$ cat config.mk
export PLATFORM = sky130hd
export DESIGN_NAME = hsi_cfg
export DESIGN_NICKNAME = d
export VERILOG_FILES = /design/src/design/hsi_pkg.sv /design/src/design/hsi_cfg.sv
export SDC_FILE = /design/constraint.sdc
export NUM_CORES = 1
export LEC_CHECK = 0
export BUFFER_PORTS_ARGS = -buffer_cell sky130_fd_sc_hd__buf_2
export CAP_MARGIN = 20
export CORE_AREA = 2 2 54 56
export DETAILED_ROUTE_END_ITERATION = 16
export DIE_AREA = 0 0 56 58
export PLACE_DENSITY = 0.86
export SLEW_MARGIN = 0
export SYNTH_ARGS = -nofsm -noshare
export SYNTH_HDL_FRONTEND = slang
export SYNTH_SLANG_ARGS = --single-unit
$ cat constraint.sdc
create_clock -name clk -period 1.9 [get_ports clk]
set_input_delay 0.285 -clock clk [delete_from_list [all_inputs] [get_ports clk]]
set_output_delay 0.285 -clock clk [all_outputs]
set_load 0.05 [all_outputs]
$ cat src/design/hsi_pkg.sv
// Shared types, constants and codes for the hash-to-shard-index block.
// No dependencies; every other design file imports this package.
package hsi_pkg;

    localparam int VALUE_BITS = 64;
    localparam int COUNT_BITS = 16;
    localparam int CELL_BITS  = 8;
    localparam int NUM_CELLS  = VALUE_BITS / CELL_BITS;
    localparam int PART_BITS  = VALUE_BITS / 2;
    localparam int PPROD_BITS = PART_BITS + COUNT_BITS;
    localparam int APB_DATA_BITS = 32;
    localparam int APB_ADDR_BITS = 3;

    localparam logic [VALUE_BITS-1:0] INT64_TOP = {1'b0, {(VALUE_BITS-1){1'b1}}};

    localparam logic [1:0] MODE_VERBATIM = 2'd0;
    localparam logic [1:0] MODE_MODULO   = 2'd1;
    localparam logic [1:0] MODE_RANGE    = 2'd2;

    localparam logic [1:0] ST_OK      = 2'd0;
    localparam logic [1:0] ST_INVALID = 2'd1;
    localparam logic [1:0] ST_TOO_BIG = 2'd2;
    localparam logic [1:0] ST_RANGE   = 2'd3;

    localparam logic REG_MODE  = 1'b0;
    localparam logic REG_COUNT = 1'b1;

    typedef logic [COUNT_BITS-1:0] count_t;
    typedef logic [VALUE_BITS-1:0] value_t;

    typedef struct packed {
        logic [1:0] mode;
        count_t     count;
    } cfg_t;

    // Per-request payload that travels down the divider chain.
    typedef struct packed {
        logic [1:0]            pre_status;
        count_t                verb_idx;
        value_t                value;
        count_t                rem_a;
        count_t                rem_b;
        logic [PPROD_BITS-1:0] prod_hi;
        logic [PPROD_BITS-1:0] prod_lo;
    } cell_data_t;

endpackage

$ cat src/design/hsi_cfg.sv
// APB-style configuration registers: route mode and shard count.
// Depends on hsi_pkg.
module hsi_cfg (
    input  logic                                clk,
    input  logic                                rst_n,
    input  logic                                psel,
    input  logic                                penable,
    input  logic                                pwrite,
    input  logic [hsi_pkg::APB_ADDR_BITS-1:0]   paddr,
    input  logic [hsi_pkg::APB_DATA_BITS-1:0]   pwdata,
    output logic [hsi_pkg::APB_DATA_BITS-1:0]   prdata,
    output logic                                pready,
    output hsi_pkg::cfg_t                       cfg
);
    import hsi_pkg::*;

    logic [1:0] mode_reg;
    logic [1:0] mode_next;
    count_t     count_reg;
    count_t     count_next;
    logic       wr_en;
    logic       reg_idx;

    assign pready  = 1'b1;
    assign wr_en   = psel & penable & pwrite;
    assign reg_idx = paddr[2];

    always_comb
    begin
        mode_next  = mode_reg;
        count_next = count_reg;
        if (wr_en)
        begin
            case (reg_idx)
                REG_MODE:  mode_next  = pwdata[1:0];
                REG_COUNT: count_next = pwdata[COUNT_BITS-1:0];
                default:   mode_next  = mode_reg;
            endcase
        end
    end

    always_ff @(posedge clk or negedge rst_n)
    begin
        if (!rst_n)
        begin
            mode_reg  <= MODE_VERBATIM;
            count_reg <= count_t'(1);
        end
        else
        begin
            mode_reg  <= mode_next;
            count_reg <= count_next;
        end
    end

    always_comb
    begin
        case (reg_idx)
            REG_MODE:  prdata = APB_DATA_BITS'(mode_reg);
            REG_COUNT: prdata = APB_DATA_BITS'(count_reg);
            default:   prdata = '0;
        endcase
    end

    assign cfg.mode  = mode_reg;
    assign cfg.count = count_reg;

endmodule

==> results.py <==
metrics = {
    "worst_setup_path": {
        "cp_data_arrival_time_ns": 1.23,
        "start_kind": "flop",
        "crit_family": "flip-flops",
        "critical_path.endpoint_type": "output pin",
        "cp_slowest_cell": "dfstp_2",
        "path_max_fanout": 3,
        "cp.required_ns": 1.62,
        "path_buf_inv": 1,
        "max_stage_delay_ns": 0.55,
        "crit_chain": "mux2_2 > buf_2",
        "critPathKind": "flop to output pin",
    },
    "clock_tree": {
        "post_cts_buffers": 0,
        "insertion_delay_ns": 0.29,
        "ctsRootBufferMaster": "clkbuf_4",
        "cts-resized-gates": 0,
        "clock-sinks": 18,
        "clk_pin_slew_ns": 0.11,
        "cts_tree": "done",
        "cts_buffers": 3,
        "clockBufferDepth": 2,
        "h-tree-depth": 1,
    },
    "cells_and_area": {
        "antenna_cells": 0,
        "largest_reg_flops": 16,
        "area_growth_syn_to_layout_pct": 25.44,
        "fin_area_um2": 1246,
        "layout-drive-gt1-share": 0.6107,
        "stdcell_count": 162,
        "multiInputGateArea_um2": 444.2,
        "finalNetCount": 172,
        "nFillCells": 253,
        "regArea_um2": 451.7,
    },
    "flow_run": {
        "cap_viol_max_count": 0,
    },
    "routing": {
        "ant_nets": 0,
        "num_vias": 720,
        "drt_first_pass_iters": 3,
        "drc": 0,
        "routed_wl_mm": 2.040,
        "vias_per_cell": 4.444,
        "first_iter_violations": 4,
        "wire_per_inst_um": 12.59,
    },
    "sta": {
        "max_freq_ghz": 0.6582,
        "setup_viol": 0,
        "hold_violations": 0,
        "fin_ws_ns": 0.3808,
        "layout_min_cycle_time_ns": 1.519,
        "hold_ws_ns": 0.2108,
        "report.final.slew_viol_count": 0,
        "rsz0062_at_grt": "false",
        "tns_ns": 0,
        "fin_crit_sh": 0.7996,
        "fin_worst_skew_ns": 0,
    },
    "placed_design": {
        "place_hpwl_mm": 1.552,
        "port_buffers": 55,
        "place_ws_ns": 0.3887,
        "dp.cells": 157,
        "dpl-instance-area_um2": 1210,
        "gp_congestion": 0.6886,
    },
    "power": {
        "ir_worst_vdd_uv": 718.6,
        "p_leak_nw": 0.7042,
        "power_density_nw_per_um2": 1310,
    },
    "logic_synthesis": {
        "synth_cell_types": 11,
        "syn_area_um2": 993.5,
        "synth-seq-cells": 18,
        "avgSynthCellArea_um2": 13.07,
        "synth_top_area_frac": 0.4282,
        "synthTopCellsByArea": "dfrtp_1, mux2_4, buf_4",
        "ys_seq_area_frac": 0.4547,
        "yosys.area.top_type": "dfrtp_1",
        "yosys_warnings": 0,
        "netlist_instances": 76,
    },
    "die": {
        "die_area_um2": 3248,
        "start_util": 0.3731,
        "rows": 19,
        "dieWidth_um": 56,
        "io_pins": 91,
        "die_y_um": 58,
        "coreArea_um2": 2663,
    },
    "global_routing": {
        "grt_pass1_vias": 681,
        "antenna_found_initial": 0,
        "grt_remaining_overflow": 0,
        "grt_max_degree": 19,
        "grt_pass1_wl_mm": 3.215,
        "grt_usage": 0.1296,
    },
    "worst_hold_path": {
        "hold_class": "primary input to flop",
    },
    "outcome": {
        "status": "completed",
    },
}
==> layer usage <==
metal	vias up	track usage	share of wire
met4	0	0.05102	0
met3	0	0.04018	0.11
met2	57	0.2252	0.47
met1	335	0.1501	0.41
met5	-	0	0
li1	328	-	-
==> power breakdown <==
part / internal [mW] / switching [mW]
logic: 0.225 / 0.668
clock network: 0.0817 / 0.127
registers: 0.471 / 0.0595
total: 0.778 / 0.855
==> repair_timing <==
action | in CTS | in global routing
hold buffers | 1 | 0
endpoints found under the setup margin | 0 | 0
hold endpoints to repair | 17 | 0
==> cell usage after synthesis (all sizes together) <==
library cell,count
and2,14
buf,19
clkbuf,1
dfrtp,17
mux2,20
conb,2
nand4b,1
nand4,1
dfstp,1
==> worst paths after layout <==
path	from	to	slack, ns	depth (start not counted)
setup / recovery	count_reg[0]	prdata[0]	0.38	2
max in group asynchronous	rst_n	count_reg[0]	1.13	2
min in group asynchronous	rst_n	count_reg[13]	0.44	2
setup reg to reg	count_reg[12]	count_reg[12]	1.10	1
hold reg to reg	mode_reg[0]	mode_reg[0]	0.53	1
hold / removal	pwdata[3]	count_reg[3]	0.21	2
==> cells by family after synthesis <==
| logic type | after synthesis | synth area share |
|---|---|---|
| muxes | 20 | 0.2645 |
| buffers and inverters | 20 | 0.1549 |
| DFF | 18 | 0.4547 |
| and+or+nand+nor | 16 | 0.1184 |
| other | 2 | 0.007559 |
==> through the flow <==
step                utilization  power (mW)
detailed placement       0.4544       1.436
CTS                      0.4680       1.651
finish                   0.4680       1.633
global route             0.4680       1.702
global placement         0.4544       1.420
floorplan                     -       1.271
==> layout by cell type (no fill, tap or decap) <==
cell	synthesis	final
mux2_4	10	10
dfrtp_1	17	17
nand4_4	1	1
buf_2	0	55
dlygate4sd3_1	0	1
nand4b_1	1	1
dfstp_2	1	1
clkbuf_4	0	3
conb_1	2	17
and2_1	14	14
clkbuf_1	1	1
mux2_2	10	10
==> final cells by class <==
| cell class | count | share of cell area |
|---|---|---|
| Clock buffer | 4 | 0.02108 |
| Timing Repair Buffer | 56 | 0.2289 |
| Tap cell | 31 | 0.03112 |
| Multi-Input combinational cell | 53 | 0.3564 |
| Sequential cell | 18 | 0.3624 |
(Power assumes the default switching activity.)
