[src/design/hsi_pkg.sv]
// Shared types, constants and codes for the hash-to-shard-index block.
// No dependencies; every other design file imports this package.
package hsi_pkg;

    localparam int VALUE_BITS = 64;
    localparam int COUNT_BITS = 16;
    localparam int CELL_BITS  = 8;
    localparam int NUM_CELLS  = VALUE_BITS / CELL_BITS;
    localparam int PART_BITS  = VALUE_BITS / 2;
    localparam int PPROD_BITS = PART_BITS + COUNT_BITS;
    localparam int APB_DATA_BITS = 32;
    localparam int APB_ADDR_BITS = 3;

    localparam logic [VALUE_BITS-1:0] INT64_TOP = {1'b0, {(VALUE_BITS-1){1'b1}}};

    localparam logic [1:0] MODE_VERBATIM = 2'd0;
    localparam logic [1:0] MODE_MODULO   = 2'd1;
    localparam logic [1:0] MODE_RANGE    = 2'd2;

    localparam logic [1:0] ST_OK      = 2'd0;
    localparam logic [1:0] ST_INVALID = 2'd1;
    localparam logic [1:0] ST_TOO_BIG = 2'd2;
    localparam logic [1:0] ST_RANGE   = 2'd3;

    localparam logic REG_MODE  = 1'b0;
    localparam logic REG_COUNT = 1'b1;

    typedef logic [COUNT_BITS-1:0] count_t;
    typedef logic [VALUE_BITS-1:0] value_t;

    typedef struct packed {
        logic [1:0] mode;
        count_t     count;
    } cfg_t;

    // Per-request payload that travels down the divider chain.
    typedef struct packed {
        logic [1:0]            pre_status;
        count_t                verb_idx;
        value_t                value;
        count_t                rem_a;
        count_t                rem_b;
        logic [PPROD_BITS-1:0] prod_hi;
        logic [PPROD_BITS-1:0] prod_lo;
    } cell_data_t;

endpackage

[src/design/hsi_cell.sv]
// One divider cell: CELL_BITS restoring remainder steps on two lanes.
// Lane A reduces the routing value, lane B reduces 2^64. Depends on hsi_pkg.
module hsi_cell (
    input  logic                clk,
    input  logic                rst_n,
    input  hsi_pkg::count_t     count,
    input  logic                vld_in,
    input  hsi_pkg::cell_data_t data_in,
    output logic                vld_out,
    output hsi_pkg::cell_data_t data_out
);
    import hsi_pkg::*;

    logic       vld_reg;
    cell_data_t data_reg;
    cell_data_t data_next;

    always_comb
    begin
        logic [COUNT_BITS:0] ta;
        logic [COUNT_BITS:0] tb;
        count_t              ra;
        count_t              rb;
        data_next = data_in;
        ra = data_in.rem_a;
        rb = data_in.rem_b;
        for (int i = 0; i < CELL_BITS; i++)
        begin
            ta = {ra, data_in.value[VALUE_BITS-1-i]};
            if (ta >= {1'b0, count})
                ta = ta - {1'b0, count};
            ra = ta[COUNT_BITS-1:0];
            tb = {rb, 1'b0};
            if (tb >= {1'b0, count})
                tb = tb - {1'b0, count};
            rb = tb[COUNT_BITS-1:0];
        end
        data_next.rem_a = ra;
        data_next.rem_b = rb;
        // advance to the next slice of the value
        data_next.value = data_in.value << CELL_BITS;
    end

    always_ff @(posedge clk or negedge rst_n)
    begin
        if (!rst_n)
            vld_reg <= 1'b0;
        else
            vld_reg <= vld_in;
    end

    always_ff @(posedge clk)
    begin
        data_reg <= data_next;
    end

    assign vld_out  = vld_reg;
    assign data_out = data_reg;

endmodule

[config.mk]
export PLATFORM = sky130hd
export DESIGN_NAME = hsi_cell
export DESIGN_NICKNAME = d
export VERILOG_FILES = /design/src/design/hsi_pkg.sv /design/src/design/hsi_cell.sv
export SDC_FILE = /design/constraint.sdc
export NUM_CORES = 1
export LEC_CHECK = 0
export BUFFER_PORTS_ARGS = -buffer_cell sky130_fd_sc_hd__buf_4
export CAP_MARGIN = 20
export CORE_MARGIN = 4
export CORE_UTILIZATION = 40
export DETAILED_ROUTE_END_ITERATION = 7
export RECOVER_POWER = 25
export SYNTH_ARGS = -nofsm -noshare
export SYNTH_HDL_FRONTEND = slang
export SYNTH_SLANG_ARGS = --single-unit
[constraint.sdc]
create_clock -name clk -period 0.8 [get_ports clk]
set_clock_uncertainty 0.05 [all_clocks]
set_input_delay 0.12 -clock clk [delete_from_list [all_inputs] [get_ports clk]]
set_output_delay 0.12 -clock clk [all_outputs]
set_load 0.01 [all_outputs]
==> impl_metrics.xml <==
<?xml version="1.0" encoding="UTF-8"?>
<metrics>
  <group name="run_status">
    <metric name="status" unit="">finished, violations left</metric>
    <metric name="failed_checks" unit="">setup timing</metric>
  </group>
  <group name="finish">
    <metric name="proportion_of_layout_cells_with_a_drive_suffix_above_1" unit="%">54.3</metric>
    <metric name="area.growth.synth_to_final" unit="%">89.5</metric>
    <metric name="fillCellCount" unit="">3021</metric>
    <metric name="design.final.nets" unit="">4243</metric>
    <metric name="final_non_filler_cell_area" unit="um^2">35200</metric>
  </group>
  <group name="worst_setup_path">
    <metric name="critPathKind" unit="">primary input to flop</metric>
    <metric name="worst_setup_path_start_kind" unit="">primary input</metric>
    <metric name="timing.critical_path.fanout_max" unit="">7</metric>
    <metric name="critical_path_arrival" unit="ps">19590</metric>
    <metric name="slowest_cell_on_crit_path" unit="">sky130_fd_sc_hd__or4_4</metric>
    <metric name="slowest_delay" unit="ps">540</metric>
    <metric name="endpoint_kind" unit="">flop</metric>
    <metric name="crit_required" unit="ps">1150</metric>
    <metric name="path_common_cell" unit="">sky130_fd_sc_hd__o21ai_2</metric>
  </group>
  <group name="global_routing">
    <metric name="antenna_found_initial" unit="">8</metric>
    <metric name="grt_first_pass_wirelength" unit="um">135000</metric>
    <metric name="grt_max_degree" unit="">31</metric>
    <metric name="first_global_vias" unit="">24100</metric>
    <metric name="grt.overflow.total" unit="">0</metric>
    <metric name="grtUsageTotal" unit="%">33.5</metric>
  </group>
  <group name="min_path">
    <metric name="holdCritStartpoint" unit="">data_in[184]</metric>
    <metric name="hold-path-endpoint" unit="">data_out[112]</metric>
    <metric name="hold_class" unit="">primary input to flop</metric>
    <metric name="whs_path_depth" unit="">5</metric>
  </group>
  <group name="sta">
    <metric name="fin_setup_tns" unit="ps">-647820</metric>
    <metric name="timing.final.ws_setup" unit="ps">-18450</metric>
    <metric name="rsz0062_at_grt" unit="">true</metric>
    <metric name="fmax" unit="GHz">0.0520</metric>
    <metric name="min_period_over_period" unit="%">2410</metric>
    <metric name="finalHoldViolCount" unit="">0</metric>
    <metric name="final-setup-viol-count" unit="">235</metric>
    <metric name="report.final.slew_viol_count" unit="">0</metric>
    <metric name="finalCriticalPeriod" unit="ps">19250</metric>
    <metric name="worst-slew-pin-transition" unit="ps">684</metric>
    <metric name="max-slew-margin-rel" unit="%">53.8</metric>
  </group>
  <group name="logic_synthesis">
    <metric name="synth_enable_flop_cells" unit="">0</metric>
    <metric name="synth_area_per_cell" unit="um^2">8.42</metric>
    <metric name="yosys-top-cells-count" unit="">249 x sky130_fd_sc_hd__ha_1, 202 x sky130_fd_sc_hd__dfxtp_1, 184 x sky130_fd_sc_hd__nor2_1</metric>
    <metric name="area_share_of_the_largest_cell_type_after_synthesis" unit="%">21.7</metric>
    <metric name="ys_async_sr_fraction" unit="%">0.493</metric>
    <metric name="synth.ff_latch_count" unit="">203</metric>
    <metric name="synth.distinct_cells" unit="">87</metric>
    <metric name="netlist_area" unit="um^2">18600</metric>
    <metric name="synth.largest_area_cell" unit="">sky130_fd_sc_hd__dfxtp_1</metric>
    <metric name="post-synth-top-count-cell" unit="">sky130_fd_sc_hd__ha_1</metric>
    <metric name="syn-instance-count" unit="">2208</metric>
    <metric name="synth_top_area_cells" unit="">sky130_fd_sc_hd__dfxtp_1 22%, sky130_fd_sc_hd__ha_1 17%, sky130_fd_sc_hd__mux2_2 7.9%</metric>
    <metric name="synth-warning-count" unit="">0</metric>
    <metric name="postSynth.topFlopCell" unit="">sky130_fd_sc_hd__dfxtp_1</metric>
    <metric name="synth-seq-area-share" unit="%">21.9</metric>
  </group>
  <group name="cts">
    <metric name="tritoncts_buffers" unit="">19</metric>
    <metric name="clock_tree.htree_level_count" unit="">1</metric>
    <metric name="cts_tree" unit="">done</metric>
    <metric name="clkSinkCount" unit="">203</metric>
    <metric name="clkSlewWorstSetupHoldPaths" unit="ps">80</metric>
    <metric name="cts-root-to-sink-buffers" unit="">3</metric>
    <metric name="cts.root.buffer_cell" unit="">sky130_fd_sc_hd__clkbuf_16</metric>
  </group>
  <group name="detailed_routing">
    <metric name="routedWlPerCell" unit="um">23.0</metric>
    <metric name="drc" unit="">0</metric>
    <metric name="first_pass_iters" unit="">5</metric>
    <metric name="postRouteAntennaNets" unit="">0</metric>
    <metric name="drt_iter0_drc" unit="">1907</metric>
    <metric name="vias_per_cell" unit="">5.61</metric>
    <metric name="drt_wl_total" unit="um">101000</metric>
    <metric name="vias" unit="">24500</metric>
  </group>
  <group name="floorplan">
    <metric name="die_width" unit="um">224</metric>
    <metric name="initial_core_util" unit="%">40.7</metric>
    <metric name="floorplan.core_area" unit="um^2">45700</metric>
    <metric name="floorplan.die_area" unit="um^2">50000</metric>
    <metric name="fp-row-count" unit="">78</metric>
    <metric name="design.portCount" unit="">440</metric>
    <metric name="chipHeight" unit="um">224</metric>
  </group>
  <group name="place">
    <metric name="place_area" unit="um^2">29700</metric>
    <metric name="globalplace.congestion" unit="">0.942</metric>
    <metric name="dpl.hpwl" unit="um">64200</metric>
    <metric name="numPortBuffers" unit="">431</metric>
  </group>
  <group name="flow_run">
    <metric name="cap_violations" unit="">0</metric>
  </group>
</metrics>
worst max-delay path: cells and delay by family:
kind            cells  cell delay (ps)
mux                 6             1750
buf+inv            11             1650
fa+ha+maj           8             2050
simple gates       28             5620
compound gates     44             8310
kinds of logic (layout without fill, tap and decap cells):
family | after synthesis | count (layout) | synth area share, %
simple gates | 638 | 639 | 16.8
fa+ha+maj | 258 | 258 | 17.7
xor+xnor | 175 | 175 | 8.24
mux | 174 | 174 | 10.6
flops | 203 | 203 | 21.9
compound gates | 606 | 606 | 21.2
buf+inv | 153 | 1704 | 3.53
other cells | 1 | 14 | 0.0202
worst max-delay path by stage:
| stage | from | endpoint | slack, ps | cells after the start |
|---|---|---|---|---|
| finish | count[6] | data_out[98] | -18450 | 97 |
| CTS | count[6] | data_out[104] | -17370 | 98 |
| global placement | count[5] | data_out[102] | -19290 | 93 |
| floorplan | count[1] | data_out[118] | -17980 | 110 |
| global route | count[6] | data_out[98] | -18970 | 102 |
| detailed placement | count[5] | data_out[102] | -19290 | 94 |
state kept, by name, indices dropped and copies added (netlist names):
signal and flops:
data_out 202, vld_out 1
placed cells by master (no fill, tap or decap), types with 17 or more instances in the layout:
cell type / n
sky130_fd_sc_hd__clkbuf_16: 22
sky130_fd_sc_hd__o21bai_1: 17
sky130_fd_sc_hd__xor2_1: 57
sky130_fd_sc_hd__nand2_1: 136
sky130_fd_sc_hd__clkbuf_4: 40
sky130_fd_sc_hd__nand4_1: 38
sky130_fd_sc_hd__nand2b_1: 34
sky130_fd_sc_hd__mux2i_1: 22
sky130_fd_sc_hd__ha_1: 202
sky130_fd_sc_hd__mux2_4: 35
sky130_fd_sc_hd__nand3_1: 35
sky130_fd_sc_hd__o21a_1: 49
sky130_fd_sc_hd__nor2b_1: 30
sky130_fd_sc_hd__a21oi_2: 33
sky130_fd_sc_hd__buf_6: 228
sky130_fd_sc_hd__ha_4: 45
sky130_fd_sc_hd__buf_4: 1107
sky130_fd_sc_hd__o21ai_2: 29
sky130_fd_sc_hd__inv_1: 84
sky130_fd_sc_hd__dlygate4sd3_1: 174
sky130_fd_sc_hd__nor3_1: 47
sky130_fd_sc_hd__a21o_1: 58
sky130_fd_sc_hd__xnor2_1: 118
sky130_fd_sc_hd__o21ai_1: 18
sky130_fd_sc_hd__o21ai_0: 87
sky130_fd_sc_hd__mux2_2: 112
sky130_fd_sc_hd__nor2_1: 173
sky130_fd_sc_hd__a21oi_1: 124
sky130_fd_sc_hd__dfxtp_2: 194
what timing repair did:
item / CTS / global route
gates cloned: 2 / 3
hold buffers: 174 / 0
gates resized for setup: 228 / 450
hold endpoints to repair: 173 / 0
endpoints found under the setup margin: 235 / 235
pin swaps: 89 / 89
setup buffers: 47 / 55
layer usage:
metal  global-route usage [%]  wire length (um)  part of all wire [%]
met5                        0                42                 0.042
met4                     13.7              7370                   7.3
met3                     5.43              7570                   7.5
met2                     58.8             47400                    47
met1                     40.9             38300                    38
layout make-up:
type | count | area (um^2) | area share (%)
Antenna cell | 6 | 15.0 | 0.0426
Clock buffer | 23 | 510 | 1.45
Clock inverter | 9 | 163 | 0.462
Inverter | 104 | 449 | 1.27
Multi-Input combinational cell | 1860 | 15800 | 44.7
Sequential cell | 203 | 4330 | 12.3
Tap cell | 600 | 751 | 2.13
Timing Repair Buffer | 1568 | 13300 | 37.7
through the flow:
| step | cells | hold WS, ps | setup WS (ps) | utilization (%) |
|---|---|---|---|---|
| global placement | 4054 | -155 | -19290 | 65.0 |
| detailed placement | 4054 | -152 | -19290 | 65.0 |
| CTS | 4309 | 100 | -17370 | 73.0 |
| finish | 4373 | 104 | -18450 | 77.2 |
| floorplan | 2215 | -226 | -17980 | - |
| global route | 4372 | 176 | -18970 | 77.2 |
Power is left out: the tool's default activity adds up to more than one toggle a clock period on the data nets, which glitch-free logic cannot reach.
